File: config.mk
export PLATFORM = sky130hd
export DESIGN_NAME = i2c_master_register_access
export DESIGN_NICKNAME = d
export VERILOG_FILES = /design/src/hw/rtl/i2cm_pkg.sv /design/src/hw/rtl/i2cm_seq.sv /design/src/hw/rtl/i2cm_out_reg.sv /design/src/hw/rtl/i2c_master_register_access.sv
export SDC_FILE = /design/constraint.sdc
export NUM_CORES = 1
export LEC_CHECK = 0
export BUFFER_PORTS_ARGS = -buffer_cell sky130_fd_sc_hd__buf_2
export CAP_MARGIN = 20
export CORE_ASPECT_RATIO = 1.4
export CORE_UTILIZATION = 60
export CTS_BUF_LIST = sky130_fd_sc_hd__clkbuf_4
export DETAILED_ROUTE_END_ITERATION = 16
export PLACE_DENSITY = 0.81
export SLEW_MARGIN = 20
export SYNTH_ARGS = -nofsm -noshare
export SYNTH_HDL_FRONTEND = slang
export SYNTH_SLANG_ARGS = --single-unit
File: constraint.sdc
create_clock -name clk -period 5.99 [get_ports clk]
set_input_delay 0.599 -clock clk [delete_from_list [all_inputs] [get_ports clk]]
set_output_delay 0.599 -clock clk [all_outputs]
set_load 0.005 [all_outputs]
File: src/hw/rtl/i2cm_pkg.sv
`timescale 1ns / 1ps

package i2cm_pkg;

  // Ticks per bus step after reset
  localparam logic [7:0] PHASE_TICKS_RESET = 8'd48;

  // Index of the acknowledge slot within a byte
  localparam logic [3:0] ACK_SLOT = 4'd8;

  // Transaction kinds
  localparam logic OP_WRITE = 1'b0;
  localparam logic OP_READ  = 1'b1;

  // One input item: one clock tick of the sequencer
  typedef struct packed {
    logic        go;
    logic        opcode;
    logic [6:0]  device_address;
    logic [7:0]  register_address;
    logic [15:0] write_data;
    logic        sda_sample;
  } in_item_t;

  // One result item: bus drive and status for that tick
  typedef struct packed {
    logic        scl_level;
    logic        sda_pull_low;
    logic        busy_res;
    logic        done_res;
    logic [15:0] read_data;
    logic        nack_seen;
  } out_item_t;

endpackage

File: src/hw/rtl/i2cm_seq.sv
`timescale 1ns / 1ps

module i2cm_seq (
  input  logic                clk,
  input  logic                rst,
  input  logic                advance,
  input  i2cm_pkg::in_item_t  item,
  input  logic [7:0]          phase_ticks,
  output i2cm_pkg::out_item_t res
);

  typedef enum logic [4:0] {
    S_IDLE        = 5'd0,
    S_START_SETUP = 5'd1,
    S_START_HOLD  = 5'd2,
    S_ADDR_W_LO   = 5'd3,
    S_ADDR_W_HI   = 5'd4,
    S_REG_LO      = 5'd5,
    S_REG_HI      = 5'd6,
    S_DATA_H_LO   = 5'd7,
    S_DATA_H_HI   = 5'd8,
    S_DATA_L_LO   = 5'd9,
    S_DATA_L_HI   = 5'd10,
    S_ADDR_R_LO   = 5'd11,
    S_ADDR_R_HI   = 5'd12,
    S_READ1_LO    = 5'd13,
    S_READ1_HI    = 5'd14,
    S_READ2_LO    = 5'd15,
    S_READ2_HI    = 5'd16,
    S_RS_LOW      = 5'd17,
    S_RS_HIGH     = 5'd18,
    S_RS_HOLD     = 5'd19,
    S_STOP_LOW    = 5'd20,
    S_STOP_HIGH   = 5'd21,
    S_STOP_END    = 5'd22
  } step_t;

  step_t       step, step_next;
  logic [7:0]  phase_counter, phase_counter_next;
  logic [3:0]  bit_counter, bit_counter_next;
  logic [7:0]  shift_register, shift_register_next;
  logic        req_opcode, req_opcode_next;
  logic [6:0]  req_device, req_device_next;
  logic [7:0]  req_register, req_register_next;
  logic [15:0] req_data, req_data_next;
  logic [15:0] received_word, received_word_next;
  logic        nack_flag, nack_flag_next;

  // Next state and this tick's result
  always_comb begin
    step_t      s;
    step_t      target;
    logic [4:0] base;
    logic       is_byte;
    logic       rx;
    logic       step_end;
    logic [8:0] limit;
    logic [8:0] count_inc;
    logic       scl;
    logic       pull;
    logic       busy;
    logic       done;

    step_next           = step;
    phase_counter_next  = phase_counter;
    bit_counter_next    = bit_counter;
    shift_register_next = shift_register;
    req_opcode_next     = req_opcode;
    req_device_next     = req_device;
    req_register_next   = req_register;
    req_data_next       = req_data;
    received_word_next  = received_word;
    nack_flag_next      = nack_flag;
    scl    = 1'b1;
    pull   = 1'b0;
    busy   = 1'b0;
    done   = 1'b0;
    target = S_IDLE;

    // Codes past the stop sequence fall back to idle
    s = (step > S_STOP_END) ? S_IDLE : step;

    // Latch a request on the go tick
    if (s == S_IDLE && item.go) begin
      req_opcode_next    = item.opcode;
      req_device_next    = item.device_address;
      req_register_next  = item.register_address;
      req_data_next      = item.write_data;
      received_word_next = '0;
      nack_flag_next     = 1'b0;
      phase_counter_next = '0;
      bit_counter_next   = '0;
      s                  = S_START_SETUP;
    end
    step_next = s;

    is_byte   = (s >= S_ADDR_W_LO) && (s <= S_READ2_HI);
    base      = s[0] ? 5'(s) : 5'(s) - 5'd1;
    rx        = is_byte && (base >= 5'(S_READ1_LO));
    limit     = (phase_ticks == 8'd0) ? 9'd256 : {1'b0, phase_ticks};
    count_inc = {1'b0, phase_counter_next} + 9'd1;
    step_end  = count_inc >= limit;

    if (s != S_IDLE) begin
      busy = 1'b1;

      // Bus drive for the current step
      if (is_byte) begin
        scl = (5'(s) == base) ? 1'b0 : 1'b1;
        if (bit_counter_next < i2cm_pkg::ACK_SLOT) begin
          pull = rx ? 1'b0 : ~shift_register[7];
        end else begin
          pull = rx && (base == 5'(S_READ1_LO));
        end
      end else begin
        case (s)
          S_START_SETUP: begin scl = 1'b1; pull = 1'b0; end
          S_START_HOLD:  begin scl = 1'b1; pull = 1'b1; end
          S_RS_LOW:      begin scl = 1'b0; pull = 1'b0; end
          S_RS_HIGH:     begin scl = 1'b1; pull = 1'b0; end
          S_RS_HOLD:     begin scl = 1'b1; pull = 1'b1; end
          S_STOP_LOW:    begin scl = 1'b0; pull = 1'b1; end
          S_STOP_HIGH:   begin scl = 1'b1; pull = 1'b1; end
          default:       begin scl = 1'b1; pull = 1'b0; end
        endcase
      end

      // Step timing and sequencing
      if (!step_end) begin
        phase_counter_next = count_inc[7:0];
      end else begin
        phase_counter_next = '0;
        if (is_byte) begin
          if (5'(s) == base) begin
            step_next = step_t'(base + 5'd1);
          end else if (bit_counter_next < i2cm_pkg::ACK_SLOT) begin
            if (rx) begin
              received_word_next = {received_word[14:0], item.sda_sample};
            end else begin
              shift_register_next = {shift_register[6:0], 1'b0};
            end
            bit_counter_next = bit_counter_next + 4'd1;
            step_next        = step_t'(base);
          end else begin
            if (!rx && item.sda_sample) begin
              nack_flag_next = 1'b1;
            end
            unique case (base)
              5'(S_ADDR_W_LO): target = S_REG_LO;
              5'(S_REG_LO):    target = (req_opcode == i2cm_pkg::OP_READ) ?
                                        S_RS_LOW : S_DATA_H_LO;
              5'(S_DATA_H_LO): target = S_DATA_L_LO;
              5'(S_ADDR_R_LO): target = S_READ1_LO;
              5'(S_READ1_LO):  target = S_READ2_LO;
              default:         target = S_STOP_LOW;
            endcase
          end
        end else begin
          unique case (s)
            S_START_SETUP: step_next = S_START_HOLD;
            S_START_HOLD:  target    = S_ADDR_W_LO;
            S_RS_LOW:      step_next = S_RS_HIGH;
            S_RS_HIGH:     step_next = S_RS_HOLD;
            S_RS_HOLD:     target    = S_ADDR_R_LO;
            S_STOP_LOW:    step_next = S_STOP_HIGH;
            S_STOP_HIGH:   step_next = S_STOP_END;
            default: begin
              step_next = S_IDLE;
              done      = 1'b1;
            end
          endcase
        end

        // Entering a byte loads the byte to send
        if (target != S_IDLE) begin
          step_next = target;
          if (target >= S_ADDR_W_LO && target <= S_READ2_HI) begin
            bit_counter_next = '0;
            unique case (target)
              S_ADDR_W_LO: shift_register_next = {req_device, 1'b0};
              S_REG_LO:    shift_register_next = req_register;
              S_DATA_H_LO: shift_register_next = req_data[15:8];
              S_DATA_L_LO: shift_register_next = req_data[7:0];
              S_ADDR_R_LO: shift_register_next = {req_device, 1'b1};
              default:     shift_register_next = '0;
            endcase
          end
        end
      end
    end

    res.scl_level    = scl;
    res.sda_pull_low = pull;
    res.busy_res     = busy;
    res.done_res     = done;
    res.read_data    = received_word_next;
    res.nack_seen    = nack_flag_next;
  end

  // Sequencer state, updated once per accepted item
  always_ff @(posedge clk) begin
    if (rst) begin
      step           <= S_IDLE;
      phase_counter  <= '0;
      bit_counter    <= '0;
      shift_register <= '0;
      received_word  <= '0;
      nack_flag      <= 1'b0;
    end else if (advance) begin
      step           <= step_next;
      phase_counter  <= phase_counter_next;
      bit_counter    <= bit_counter_next;
      shift_register <= shift_register_next;
      received_word  <= received_word_next;
      nack_flag      <= nack_flag_next;
    end
  end

  // Latched request, only read after a go tick
  always_ff @(posedge clk) begin
    if (advance) begin
      req_opcode   <= req_opcode_next;
      req_device   <= req_device_next;
      req_register <= req_register_next;
      req_data     <= req_data_next;
    end
  end

`ifndef SYNTH
  a_done_to_idle: assert property (@(posedge clk) disable iff (rst)
    advance && res.done_res |=> step == S_IDLE)
    else $error("sequencer not idle after done");

  a_go_starts: assert property (@(posedge clk) disable iff (rst)
    advance && step == S_IDLE && item.go |=> step != S_IDLE)
    else $error("go tick did not start a transaction");

  a_hold_when_stalled: assert property (@(posedge clk) disable iff (rst)
    !advance |=> $stable(step) && $stable(phase_counter) && $stable(received_word))
    else $error("state moved without an accepted item");

  a_bit_range: assert property (@(posedge clk) disable iff (rst)
    bit_counter <= i2cm_pkg::ACK_SLOT)
    else $error("bit counter beyond acknowledge slot");

  a_idle_released: assert property (@(posedge clk) disable iff (rst)
    advance && step == S_IDLE && !item.go |-> res.scl_level && !res.sda_pull_low)
    else $error("bus driven while idle");
`endif

endmodule

File: src/hw/rtl/i2cm_out_reg.sv
`timescale 1ns / 1ps

module i2cm_out_reg (
  input  logic                clk,
  input  logic                rst,
  input  i2cm_pkg::out_item_t res,
  input  logic                load,
  output logic                can_load,
  output logic                out_valid,
  input  logic                out_ready,
  output i2cm_pkg::out_item_t out_item
);

  // Space when empty or when the held item leaves this cycle
  assign can_load = !out_valid || out_ready;

  // Valid flag
  always_ff @(posedge clk) begin
    if (rst) begin
      out_valid <= 1'b0;
    end else if (can_load) begin
      out_valid <= load;
    end
  end

  // Result payload
  always_ff @(posedge clk) begin
    if (load) begin
      out_item <= res;
    end
  end

endmodule

File: src/hw/rtl/i2c_master_register_access.sv
`timescale 1ns / 1ps

// Channel | Direction | Handshake             | Payload
// in      | input     | in_valid / in_ready   | in_item  (one bus tick)
// out     | output    | out_valid / out_ready | out_item (drive and status)
// cfg     | input     | cfg_valid / cfg_ready | cfg_data (phase_ticks)
//
// One item is taken per cycle while in_ready is high; its result is held
// in the output register. The sequencer state advances only on accepted
// items. When out_ready is low with a result held, in_ready drops until it
// is taken. Synchronous reset returns the sequencer to idle and phase_ticks
// to 48. cfg_ready is always high; a write takes effect from the next item.

module i2c_master_register_access (
  input  logic                clk,
  input  logic                rst,
  input  logic                in_valid,
  output logic                in_ready,
  input  i2cm_pkg::in_item_t  in_item,
  output logic                out_valid,
  input  logic                out_ready,
  output i2cm_pkg::out_item_t out_item,
  input  logic                cfg_valid,
  output logic                cfg_ready,
  input  logic [7:0]          cfg_data
);

  logic                phase_ticks;
  logic [7:0]          phase_ticks_q;
  logic                advance;
  i2cm_pkg::out_item_t res;

  assign cfg_ready   = 1'b1;
  assign phase_ticks = cfg_valid && cfg_ready;
  assign advance     = in_valid && in_ready;

  // Bus rate register
  always_ff @(posedge clk) begin
    if (rst) begin
      phase_ticks_q <= i2cm_pkg::PHASE_TICKS_RESET;
    end else if (phase_ticks) begin
      phase_ticks_q <= cfg_data;
    end
  end

  i2cm_seq u_seq (
    .clk         (clk),
    .rst         (rst),
    .advance     (advance),
    .item        (in_item),
    .phase_ticks (phase_ticks_q),
    .res         (res)
  );

  i2cm_out_reg u_out (
    .clk       (clk),
    .rst       (rst),
    .res       (res),
    .load      (advance),
    .can_load  (in_ready),
    .out_valid (out_valid),
    .out_ready (out_ready),
    .out_item  (out_item)
  );

endmodule
# Word-level counts from Yosys, hierarchy flattened
# Index checks and enable logic that the tools add are counted.
[word_totals] regBits=104 input_bits=47 out_inout_bits=24
[op_classes] mux=60 n_eq_ne=18 n_lt_le_gt_ge=8 n_reduce_logical=21 add_sub_neg=4 bitwise=3
[op_table] op="$mux 16" n=7
[op_table] op="$mux 5" n=15
[op_table] op="$mux 8" n=9
[op_table] op="$pmux 8 s5" n=1
[op_table] op="$mux 4" n=8
[op_table] op="$pmux 5 s6" n=1
[op_table] op="$eq 5x5->1 const B" n=5
[op_table] op="$pmux 5 s5" n=1
[op_table] op="$eq 5x3->1 const B" n=4
[op_table] op="$eq 5x4->1 const B" n=4
[op_table] op="$mux 1" n=16
[op_table] op="$eq 5x2->1 const B" n=3
[op_table] op="$ge 5x2->1 const B" n=2
[op_table] op="$le 5x5->1 const B" n=2
[op_table] op="$reduce_bool 5->1" n=2
[op_table] op="$add 8x1->9 const B" n=1
[op_table] op="$ge 9x9->1" n=1
[op_table] op="$mux 9" n=1
[op_table] op="$logic_not 8->1" n=1
[op_table] op="$pmux 4 s2" n=1
[op_table] op="$logic_and 1x1->1" n=7
[op_table] op="$reduce_or 7->1" n=1
[op_table] op="$add 5x1->5 const B" n=1
[op_table] op="$eq 5x1->1 const B" n=1
[op_table] op="15 further kinds" n=19

# Logic depth before layout (Yosys ltp)
# Gate-level depths: netlist of the first run.
[logic_depth] word_depth=20 ltp_mapped=23

# Hierarchy
# From an unflattened synthesis of the first run, not the netlist that was laid out.
[unflattened] cells_unflattened=521 hier_area_um2=5444.0
[modules_own_cells] module="i2cm_seq" instances=1 area_each_um2=4456.8 seq_area_each_um2=1801.7 cells_per_inst=467
[modules_own_cells] module="i2cm_out_reg" instances=1 area_each_um2=676.9 seq_area_each_um2=650.6 cells_per_inst=25
[modules_own_cells] module="i2c_master_register_access" instances=1 area_each_um2=310.3 seq_area_each_um2=160.2 cells_per_inst=29

# Worst setup path before layout of the first run
# No wires, ideal clock.
[synth_path] path_kind="reg2reg" startpoint="reg u_seq.step[4]" endpoint="reg u_seq.shift_register[1]" arrival_time_ns=4.488 path_stages_with_launch=22 path_buffers=5 setup_time_ns=0.103 slack_ns=1.399 synth_period_minus_slack_ns=4.591 path_cell_list="dfxtp_1 buf_6 buf_4 clkbuf_1 nor3_1 o21ai_0 clkbuf_1 clkbuf_1 and2_1 ha_1 nand3_1 xor2_1 nor2_1 ha_1 and4_1 a2111oi_0 o21ai_0 a21oi_1 nor2_1 a22oi_4 nor3_1 a2111oi_2"
[synth_via] elab_chain_cells=18 elab_cells_between_ends=50 classes_between="2 x add/sub; 8 x order compare; 13 x eq/ne; 19 x mux; 8 x reduce/logical"
[synth_lines] element="start: declaration" line="i2cm_seq.sv:38" source="step_t step, step_next;"
[synth_lines] element="start signal: assignment" line="i2cm_seq.sv:210" source="step <= step_next;"
[synth_lines] element="$gt 5x5->1" line="i2cm_seq.sv:81" source="s = (step > S_STOP_END) ? S_IDLE : step;"
[synth_lines] element="$mux 5 *" line="i2cm_seq.sv:81"
[synth_lines] element="$logic_not 5->1" line="i2cm_seq.sv:84" source="if (s == S_IDLE && item.go) begin"
[synth_lines] element="$logic_and 1x1->1" line="i2cm_seq.sv:84"
[synth_lines] element="$mux 5" line="i2cm_seq.sv:84"
[synth_lines] element="$sub 5x1->5" line="i2cm_seq.sv:98" source="base = s[0] ? 5'(s) : 5'(s) - 5'd1;"
[synth_lines] element="$mux 5" line="i2cm_seq.sv:98"
[synth_lines] element="$eq 5x4->1 (tied with other cells)" line="i2cm_seq.sv:148" source="unique case (base)"
[synth_lines] element="[... 2 more ...]"
[synth_lines] element="$mux 5" line="i2cm_seq.sv:134" source="if (5'(s) == base) begin"
[synth_lines] element="$mux 5" line="i2cm_seq.sv:133" source="if (is_byte) begin"
[synth_lines] element="$mux 5" line="i2cm_seq.sv:129" source="if (!step_end) begin"
[synth_lines] element="$mux 5" line="i2cm_seq.sv:104" source="if (s != S_IDLE) begin"
[synth_lines] element="$ge 5x2->1 (tied with other cells)" line="i2cm_seq.sv:177" source="if (target >= S_ADDR_W_LO && target <= S_READ2_HI) begin"
[synth_lines] element="$logic_and 1x1->1 / $pmux 8 s5 (equally long branches)" line="i2cm_seq.sv:177, i2cm_seq.sv:179"
[synth_lines] element="$mux 8" line="i2cm_seq.sv:177"
[synth_lines] element="$mux 8" line="i2cm_seq.sv:175" source="if (target != S_IDLE) begin"
[synth_lines] element="end signal: assignment" line="i2cm_seq.sv:213" source="shift_register <= shift_register_next;"
[synth_lines] element="end: declaration" line="i2cm_seq.sv:41" source="logic [7:0] shift_register, shift_register_next;"
# Every way passes the cells marked *; elsewhere a longest branch is shown, timed or not. The select of a mux whose other input is x is not followed.
# A chain may end at the register's enable or synchronous reset.

# Worst setup path in the final report of the first run
[layout_path] startpoint="reg u_seq.step[4]" endpoint="reg u_seq.shift_register[3]"
# The elaborated chain is that of the path after synthesis.

==> flow_metrics.env, run 1 <==
export IMPL_power_leakage_nw=2.318
export IMPL_fp_coreArea_um2=8977
export IMPL_crit_fanout=27
export IMPL_grt_usage_pct=26.67
export IMPL_finalHoldViolations=0
export IMPL_async_flop_share_pct=0
export IMPL_power_internal_mw=0.9838
export IMPL_drtAntennaViolNets=0
export IMPL_vias=4690
export IMPL_pre_cts_ws_ns=0.8728
export IMPL_die_h_um=115.3
export IMPL_synth_fa_ha_area_share_pct=4.095
export IMPL_synth_simple_gate_area_share_pct=16.99
export IMPL_multi_input_area_um2=2580
export IMPL_cts_buffers=9
export IMPL_syn_area_um2=5500
export IMPL_grt_overflow=0
export IMPL_critPathCaptureType="flip-flop"
export IMPL_initial_core_util_pct=61.27
export IMPL_ys_warn_count=0
export IMPL_worst_slack_ns=0.7124
export IMPL_clk_pin_slew_worst_paths_ns=0.16
export IMPL_max_cap_violations=0
export IMPL_max_stage_delay_ns=0.98
export IMPL_powerDensity_nw_per_um2=228.5
export IMPL_cts_tree="built"
export IMPL_syn_inst=576
export IMPL_vdd_drop_max_v=0.0001827
export IMPL_grt_max_degree=46
export IMPL_holdBufCountCts=0
export IMPL_cts_resized=0
export IMPL_p_sw_share_pct=28.08
export IMPL_switchingPower_mw=0.3842
export IMPL_area_growth_pct=8.872
export IMPL_wirelength_um=12630
export IMPL_h_tree_depth=3
export IMPL_grt_first_pass_wirelength_um=20320
export IMPL_worst_slew_pin_slew_ns=1.059
export IMPL_synth_ff_type="edfxtp_1"
export IMPL_finClkSkew_ns=0.02920
export IMPL_synth_enable_flop_cells=53
export IMPL_finalSetupViolCount=0
export IMPL_slew_viol_final=0
export IMPL_synth_xor_area_share_pct=1.115
export IMPL_wire_per_inst_um=17.09
export IMPL_combinationalPowerShare_pct=14.8
export IMPL_cp_slowest_cell="dfxtp_1"
export IMPL_fillCellCount=733
export IMPL_maxSlewHeadroom_pct=28.91
export IMPL_hp_class="in2reg"
export IMPL_synth_seq_area_share_pct=47.50
export IMPL_crit_chain="nor3_1, o21ai_1, and2_1, ha_1, nand2_1, xor2_1, nor2_1, ha_1, and4_1, a2111oi_0, o21ai_0, a21oi_1, buf_4, nor2_1, nand3_1, and2_4, a2111oi_2"
export IMPL_place_gp_congestion=0.9424
export IMPL_rows=41
export IMPL_sequentialPowerShare_pct=57.9
export IMPL_hpwl_um=9068
export IMPL_total_power_mw=1.368
export IMPL_drt_iter0_markers=459
export IMPL_power_share_clock_pct=27.4
export IMPL_clock_latency_ns=0.47
export IMPL_cts_setup_buffers=0
export IMPL_cts_buffer_depth=2
export IMPL_ys_ff_latch=104
export IMPL_nets=692
export IMPL_antenna_found_initial=0
export IMPL_final_setup_tns_ns=0
export IMPL_first_pass_iters=5
export IMPL_final_seq_area_um2=2613
export IMPL_portBuffers=69
export IMPL_fmax_mhz=189.5
export IMPL_root_buffer="clkbuf_4"
export IMPL_io_pins=71
export IMPL_cp_required_ns=6.34
export IMPL_synth_compound_area_share_pct=23.50
export IMPL_syn_mean_instance_area_um2=9.549
export IMPL_post_route_period_util_pct=88.11
export IMPL_synth_cell_types=67
export IMPL_drc=0
export IMPL_dieArea_um2=9559
export IMPL_status="complete, no violations"
export IMPL_cp_start_kind="flip-flop"
export IMPL_synthMuxAreaShare_pct=1.092
export IMPL_synth_top_family_by_area="compound AO/OA/AOI/OAI gates"
export IMPL_critPathArrivalTime_ns=5.63
export IMPL_die_w_um=82.92
export IMPL_rsz0062_at_grt="false"
export IMPL_fin_crit_ns=5.278
export IMPL_routed_via_density=6.346
export IMPL_diodes=0
export IMPL_drive_above_1_share_pct=18.20
export IMPL_worstSetupPathType="reg2reg"
export IMPL_grt_pass1_vias=4370
export IMPL_synthesis_nets=641
export IMPL_cts_sinks=104
==> cell families after synthesis <==
group / after synthesis
mux: 6
simple gates: 198
other cells: 1
fa+ha+maj: 18
flops: 104
xor+xnor: 7
compound gates: 176
buf+inv: 66
==> synth_stat cells (4+ instances only) <==
| library cell | count | area (µm²) |
|---|---|---|
| xor2_1 | 6 | 52.55 |
| a31oi_1 | 5 | 31.28 |
| nand2_1 | 61 | 229.0 |
| o211ai_1 | 4 | 30.03 |
| and2_1 | 7 | 43.79 |
| dfxtp_1 | 51 | 1021 |
| nor3_1 | 17 | 85.08 |
| a22oi_1 | 26 | 195.2 |
| a211oi_1 | 5 | 37.54 |
| ha_1 | 18 | 225.2 |
| o21ai_1 | 4 | 20.02 |
| a21oi_1 | 23 | 115.1 |
| nand3_1 | 15 | 75.07 |
| clkbuf_1 | 18 | 67.56 |
| buf_4 | 4 | 30.03 |
| a21o_1 | 6 | 45.04 |
| o21a_1 | 4 | 30.03 |
| and3_1 | 9 | 56.30 |
| edfxtp_1 | 53 | 1592 |
| a32oi_1 | 5 | 43.79 |
| nor2_1 | 59 | 221.5 |
| nor4_1 | 7 | 43.79 |
| buf_6 | 5 | 56.30 |
| a2111oi_2 | 4 | 60.06 |
| a22o_1 | 15 | 131.4 |
| buf_2 | 7 | 35.03 |
| o21ai_0 | 40 | 200.2 |
| nand4_1 | 5 | 31.28 |
| nand2b_1 | 7 | 43.79 |
| inv_1 | 27 | 101.4 |
| mux2i_1 | 6 | 60.06 |
==> layer usage <==
metal  wire, µm  GRT usage, %  share of wire, %  vias up
met2       6351         46.72                50      228
met5          0             0                 0        -
met3        806         4.235               6.4       42
met4        461         15.63               3.7        0
li1           -             -                 -     2240
met1       5006         31.09                40     2180
==> worst paths after layout <==
kind / startpoint / end / slack, ns / cells after the start
min: in_item[9] / u_seq.req_data[8]$_DFFE_PP_ / 0.30 / 1
max reg2reg: u_seq.step[4]$_SDFFE_PP0P_ / u_seq.shift_register[3]$_SDFFE_PP0P_ / 0.71 / 17
min reg2reg: u_seq.shift_register[4]$_SDFFE_PP0P_ / u_seq.shift_register[4]$_SDFFE_PP0P_ / 0.47 / 2
max: u_seq.step[4]$_SDFFE_PP0P_ / u_seq.shift_register[3]$_SDFFE_PP0P_ / 0.71 / 17
==> final cells by class <==
| type | instances | area share (%) |
|---|---|---|
| Sequential cell | 104 | 43.63 |
| Timing Repair Buffer | 77 | 6.770 |
| Multi-Input combinational cell | 406 | 43.08 |
| Clock buffer | 10 | 1.254 |
| Clock inverter | 6 | 1.212 |
| Inverter | 29 | 1.818 |
| Tap cell | 107 | 2.236 |
==> layout by cell type (no fill, tap or decap), drive strengths merged, types with 6 or more instances in the layout <==
| cell | netlist | layout |
|---|---|---|
| dfxtp | 51 | 51 |
| xor2 | 6 | 6 |
| nor2 | 59 | 59 |
| o21ai | 45 | 45 |
| ha | 18 | 18 |
| nand2b | 7 | 7 |
| nor3 | 19 | 19 |
| buf | 18 | 77 |
| clkbuf | 19 | 10 |
| edfxtp | 53 | 53 |
| nor4 | 7 | 7 |
| nand2 | 61 | 61 |
| a21oi | 24 | 24 |
| nand3 | 15 | 15 |
| a22oi | 27 | 27 |
| a21o | 6 | 6 |
| a211oi | 7 | 7 |
| inv | 29 | 32 |
| and3 | 9 | 9 |
| a2111oi | 7 | 7 |
| a22o | 15 | 15 |
| and2 | 9 | 9 |
| mux2i | 6 | 6 |
==> critical path, delay by kind of cell (launching register included) <==
| kind | cells | cell delay (ns) |
|---|---|---|
| simple gates | 8 | 1.96 |
| compound gates | 5 | 1.34 |
| flops | 1 | 0.98 |
| fa+ha+maj | 2 | 0.54 |
| buf+inv | 1 | 0.18 |
| xor+xnor | 1 | 0.16 |
==> state kept, by name (all words and copies together), names as in the netlist <==
register and cells:
u_out.out_item 21, u_seq.nack_flag 1, u_seq.step 5, phase_ticks_q 8
u_seq.bit_counter 4, u_seq.shift_register 8, u_seq.received_word 16, u_seq.req_opcode 1
u_seq.req_data 16, u_seq.phase_counter 8, u_out.out_valid 1, u_seq.req_device 7
u_seq.req_register 8
==> through the flow <==
stage,std cells,util (%),hold slack [ns],cell area [µm²]
floorplan,576,-,0.4261,5500
global placement,723,65.06,0.4437,5841
detailed placement,723,65.06,0.4561,5841
CTS,739,66.70,0.2802,5988
global route,739,66.70,0.2760,5988
finish,739,66.70,0.2991,5988
==> power by group through the flow <==
stage	Combinational (mW)	Sequential (mW)	Clock [mW]
after detailed placement	0.197	0.807	0
after global routing	0.218	0.795	0.405
after global placement	0.195	0.806	0
after floorplan	0.141	0.800	0
after CTS	0.198	0.791	0.381
final	0.202	0.792	0.375
Power figures use the tool's default switching activity.
==> run 2, diff against run 1 <==
- ABC_CLOCK_PERIOD_IN_PS: default -> 5990
- PLACE_DENSITY: 0.81 -> 0.82
==> run 2 against run 1 <==
Effect of this change: clock skew decreased by 0.0077 ns; largest power group unchanged; via count is 0.21% higher; count of clock-buffer cells in the layout shrank 1; first-iteration DRC count shrank 4.8%; combinational power is essentially flat; cell area up 0.21%; worst setup slack got worse by 0.14 ns; routed wire length decreased by 0.89%; highest routed layer unchanged; hold slack gained 0.013 ns; non-clock buffer count is the same; final cell count is the same; critical endpoint is now u_seq.shift_register[1]$_SDFFE_PP0P_; die area did not move.
==> flow_metrics.env, run 2 (synthesis results as in run 1) <==
export IMPL_status="complete, no violations"
export IMPL_grt_pass1_vias=4370
export IMPL_finalHoldViolations=0
export IMPL_hpwl_um=9113
export IMPL_rsz0062_at_grt="false"
export IMPL_cp_required_ns=6.34
export IMPL_crit_chain="nor3_1, o21ai_1, and2_1, ha_1, nand2_1, xor2_1, nor2_1, ha_1, and4_1, a2111oi_0, o21ai_0, a21oi_1, buf_4, nor2_1, a22oi_4, nor3_1, a2111oi_2"
export IMPL_vias=4700
export IMPL_vdd_drop_max_v=0.0002416
export IMPL_post_route_period_util_pct=90.40
export IMPL_cts_buffer_depth=2
export IMPL_cp_start_kind="flip-flop"
export IMPL_grt_max_degree=46
export IMPL_powerDensity_nw_per_um2=229.2
export IMPL_cts_tree="built"
export IMPL_clk_pin_slew_worst_paths_ns=0.16
export IMPL_pre_cts_ws_ns=0.6088
export IMPL_finClkSkew_ns=0.02146
export IMPL_place_gp_congestion=0.9280
export IMPL_crit_fanout=27
export IMPL_io_pins=71
export IMPL_cts_buffers=9
export IMPL_critPathCaptureType="flip-flop"
export IMPL_fillCellCount=702
export IMPL_diodes=0
export IMPL_die_h_um=115.3
export IMPL_max_stage_delay_ns=0.96
export IMPL_nets=692
export IMPL_mostFrequentLayoutCell="buf_2"
export IMPL_portBuffers=69
export IMPL_drc=0
export IMPL_antenna_found_initial=0
export IMPL_final_setup_tns_ns=0
export IMPL_multi_input_area_um2=2584
export IMPL_cp_top_family="compound AO/OA/AOI/OAI gates"
export IMPL_power_leakage_nw=2.316
export IMPL_cts_sinks=104
export IMPL_wirelength_um=12520
export IMPL_h_tree_depth=3
export IMPL_wire_per_inst_um=16.94
export IMPL_worstSetupPathType="reg2reg"
export IMPL_clock_latency_ns=0.46
export IMPL_dieArea_um2=9559
export IMPL_rows=41
export IMPL_routed_via_density=6.360
export IMPL_worst_path_buf_inv=1
export IMPL_root_buffer="clkbuf_4"
export IMPL_hp_class="in2reg"
export IMPL_total_power_mw=1.376
export IMPL_slew_viol_final=0
export IMPL_largest_reg_flops=21
export IMPL_drtAntennaViolNets=0
export IMPL_die_w_um=82.92
export IMPL_final_util_pct=66.84
export IMPL_fin_crit_ns=5.415
export IMPL_postLayoutCellArea_um2=6001
export IMPL_top_regs="u_out.out_item (21), u_seq.received_word (16), u_seq.req_data (16)"
export IMPL_finalSetupViolCount=0
export IMPL_fmax_mhz=184.7
export IMPL_cp_slowest_cell="dfxtp_1"
export IMPL_drt_iter0_markers=437
export IMPL_placed_area_um2=5841
export IMPL_top_register="u_out.out_item"
export IMPL_worst_slew_pin_slew_ns=0.9791
export IMPL_final_seq_area_um2=2613
export IMPL_grt_overflow=0
export IMPL_area_growth_pct=9.099
export IMPL_grt_first_pass_wirelength_um=20400
export IMPL_critPathArrivalTime_ns=5.77
export IMPL_layout_common_cells="buf_2, nand2_1, nor2_1"
export IMPL_initial_core_util_pct=61.27
export IMPL_first_pass_iters=7
export IMPL_drive_above_1_share_pct=18.20
export IMPL_max_cap_violations=0
export IMPL_fp_coreArea_um2=8977
export IMPL_grt_usage_pct=26.54
export IMPL_worst_slack_ns=0.5749
export IMPL_maxSlewHeadroom_pct=34.29
-- run 2: changes by cell type in the layout (fill, tap and decap cells not counted), sizes merged --
cell	before	now
clkbuf	10	9
clkinvlp	0	1
-- run 2: layer usage --
metal	share of wire, %	wire length [µm]	vias to the layer above	track usage, %
met2	51	6424	235	47.98
met4	3.0	376	0	13.33
met3	5.6	705	45	3.877
met1	40	5009	2178	30.76
li1	-	-	2242	-
met5	0	0	-	0
-- run 2: path summary, 6_finish.rpt --
check | slack (ns) | start | cells after the start | to
setup / recovery | 0.57 | u_seq.step[4]$_SDFFE_PP0P_ | 17 | u_seq.shift_register[1]$_SDFFE_PP0P_
setup reg to reg | 0.57 | u_seq.step[4]$_SDFFE_PP0P_ | 17 | u_seq.shift_register[1]$_SDFFE_PP0P_
hold / removal | 0.31 | in_item[30] | 1 | u_seq.req_device[5]$_DFFE_PP_
hold reg to reg | 0.47 | u_seq.shift_register[4]$_SDFFE_PP0P_ | 2 | u_seq.shift_register[4]$_SDFFE_PP0P_
-- run 2: through the flow --
stage | instances | hold slack, ns
4_1_cts | 739 | 0.2972
5_1_grt | 739 | 0.2782
6_report | 739 | 0.3117
3_3_place_gp | 723 | 0.4459
3_5_place_dp | 723 | 0.4493
2_1_floorplan | 576 | 0.4261
-- run 2: worst register-to-register path, stage by stage (launching register included) --
cell and delay, ns:
dfxtp_1 0.96, nor3_1 0.15, o21ai_1 0.80, and2_1 0.27, ha_1 0.22, nand2_1 0.12, xor2_1 0.20, nor2_1 0.09
ha_1 0.34, and4_1 0.20, a2111oi_0 0.42, o21ai_0 0.24, a21oi_1 0.17, buf_4 0.19, nor2_1 0.15, a22oi_4 0.34
nor3_1 0.12, a2111oi_2 0.32
-- run 2: timing repair --
item / CTS / global route
setup endpoints to repair: 0 / 2
hold buffers: 0 / 0
buffers inserted: 0 / 0
resized for setup: 0 / 1
-- run 2: final cells by class --
| class | count | area share (%) |
|---|---|---|
| Multi-Input combinational cell | 406 | 43.06 |
| Clock inverter | 7 | 1.480 |
| Clock buffer | 9 | 1.126 |
| Inverter | 29 | 1.814 |
| Timing Repair Buffer | 77 | 6.756 |
| Tap cell | 107 | 2.231 |
| Sequential cell | 104 | 43.54 |
-- run 2: power by group --
group / switching (mW) / internal, mW
combinational: 0.132 / 0.0710
sequential: 0.0163 / 0.775
clock: 0.244 / 0.137
==> run 3, diff against run 2 <==
- ABC_CLOCK_PERIOD_IN_PS: 5990 -> 5850
- clock period: 5.99 -> 5.85 ns (I/O delays scaled with it)
==> run 3 against run 2 <==
Effect of this change: final cell count unchanged; combinational power hardly changed; non-clock buffer count did not move; count of clock-buffer cells in the layout stayed put; cell area decreased by 0.29%; the run now ends with DRC left; sequential cell count is the same.
==> flow_metrics.env, run 3 (synthesis results as in run 1) <==
export IMPL_rsz0062_at_grt="false"
export IMPL_io_pins=71
export IMPL_dieArea_um2=9559
export IMPL_cts_resized=0
export IMPL_cp_start_kind="flip-flop"
export IMPL_drt_iter0_markers=288
export IMPL_first_pass_iters=12
export IMPL_mostFrequentLayoutCell="buf_2"
export IMPL_area_growth_pct=8.781
export IMPL_place_gp_congestion=0.9597
export IMPL_critPathArrivalTime_ns=5.64
export IMPL_top_register="u_out.out_item"
export IMPL_fp_coreArea_um2=8977
export IMPL_post_route_period_util_pct=88.93
export IMPL_holdCritStartpoint="in_item[3]"
export IMPL_fmax_mhz=192.2
export IMPL_hpwl_um=8911
export IMPL_grt_pass1_vias=4402
export IMPL_holdBufCountCts=0
export IMPL_crit_fanout=27
export IMPL_clk_pin_slew_worst_paths_ns=0.17
export IMPL_r2r_start="u_seq.step[4]$_SDFFE_PP0P_"
export IMPL_max_cap_violations=0
export IMPL_drc=2
export IMPL_initial_core_util_pct=61.27
export IMPL_largest_reg_flops=21
export IMPL_finClkSkew_ns=0.02221
export IMPL_slew_viol_final=0
export IMPL_rows=41
export IMPL_final_setup_tns_ns=0
export IMPL_die_h_um=115.3
export IMPL_worst_slew_pin_slew_ns=1.013
export IMPL_cts_buffer_depth=2
export IMPL_grt_usage_pct=26.81
export IMPL_fin_crit_ns=5.202
export IMPL_startpoint="u_seq.step[4]$_SDFFE_PP0P_"
export IMPL_grt_first_pass_wirelength_um=20360
export IMPL_maxSlewHeadroom_pct=31.99
export IMPL_vdd_drop_max_v=0.0003265
export IMPL_pre_cts_ws_ns=0.8094
export IMPL_grt_overflow=0
export IMPL_wire_per_inst_um=16.97
export IMPL_hp_class="in2reg"
export IMPL_cts_setup_buffers=0
export IMPL_worstSetupPathType="reg2reg"
export IMPL_wirelength_um=12540
export IMPL_vias=4647
export IMPL_cp_required_ns=6.29
export IMPL_drive_above_1_share_pct=18.04
export IMPL_diodes=0
export IMPL_cts_tree="built"
export IMPL_layout_common_cells="buf_2, nand2_1, nor2_1"
export IMPL_worst_slack_ns=0.6478
export IMPL_root_buffer="clkbuf_4"
export IMPL_die_w_um=82.92
export IMPL_nets=692
export IMPL_violations="DRC"
export IMPL_power_leakage_nw=2.311
export IMPL_finalHoldViolations=0
export IMPL_antenna_found_initial=0
export IMPL_grt_max_degree=46
export IMPL_status="complete, but fails checks"
export IMPL_powerDensity_nw_per_um2=233.7
export IMPL_final_util_pct=66.65
export IMPL_finalSetupViolCount=0
export IMPL_r2r_slack_ns=0.65
export IMPL_top_regs="u_out.out_item (21), u_seq.received_word (16), u_seq.req_data (16)"
export IMPL_portBuffers=69
export IMPL_cts_buffers=9
export IMPL_critPathCaptureType="flip-flop"
export IMPL_clock_latency_ns=0.49
export IMPL_routed_via_density=6.288
export IMPL_drtAntennaViolNets=0
export IMPL_h_tree_depth=3
export IMPL_cts_sinks=104
## run 3: critical path, cell delays in order (launching register included)
cell	delay, ns
dfxtp_1	0.96
nand2_1	0.17
o21ai_1	0.29
o21ai_1	0.20
buf_4	0.26
and2_1	0.20
ha_1	0.22
nand3_1	0.11
xor2_1	0.15
nor2_1	0.08
ha_1	0.32
and4_1	0.20
a2111oi_0	0.30
o21ai_0	0.20
a21o_1	0.23
o2111a_1	0.16
o21ai_1	0.81
a22oi_1	0.17
nor2_1	0.15
## run 3: power breakdown
group	internal, mW	switching [mW]	leakage, nW	total (mW)
clock	0.134	0.248	0.0763	0.382
combinational	0.0724	0.133	1.32	0.205
sequential	0.793	0.0169	0.915	0.810
## run 3: area by class of cell
| class | count | area, µm² |
|---|---|---|
| fillers | 714 | 2994 |
| repair buffers | 77 | 405.4 |
| clock inverters | 7 | 75.07 |
| clock buffers | 9 | 67.56 |
| well taps | 107 | 133.9 |
| multi-input cells | 406 | 2580 |
| flip-flops and latches | 104 | 2613 |
| inverters | 29 | 108.9 |
## run 3: layer usage
layer | share of wire, % | GRT usage, %
met1 | 40 | 29.93
met2 | 51 | 48.52
met3 | 5.6 | 5.528
met4 | 3.2 | 13.68
met5 | 0 | 0
## run 3: stage by stage
| step | std cells | cell area [µm²] | hold WS [ns] | total power, mW |
|---|---|---|---|---|
| final | 739 | 5983 | 0.2626 | 1.398 |
| after detailed placement | 723 | 5841 | 0.4442 | 1.027 |
| after floorplan | 576 | 5500 | 0.4261 | 0.9641 |
| after global placement | 723 | 5841 | 0.4458 | 1.023 |
| after global routing | 739 | 5983 | 0.2465 | 1.448 |
| after CTS | 739 | 5983 | 0.2490 | 1.399 |
## run 3: worst paths after layout
| check | end | cells after the start |
|---|---|---|
| max reg2reg | u_seq.received_word[11]$_SDFFE_PP0P_ | 18 |
| min reg2reg | u_seq.shift_register[4]$_SDFFE_PP0P_ | 2 |
| max | u_seq.received_word[11]$_SDFFE_PP0P_ | 18 |
| min | u_seq.req_data[2]$_DFFE_PP_ | 1 |
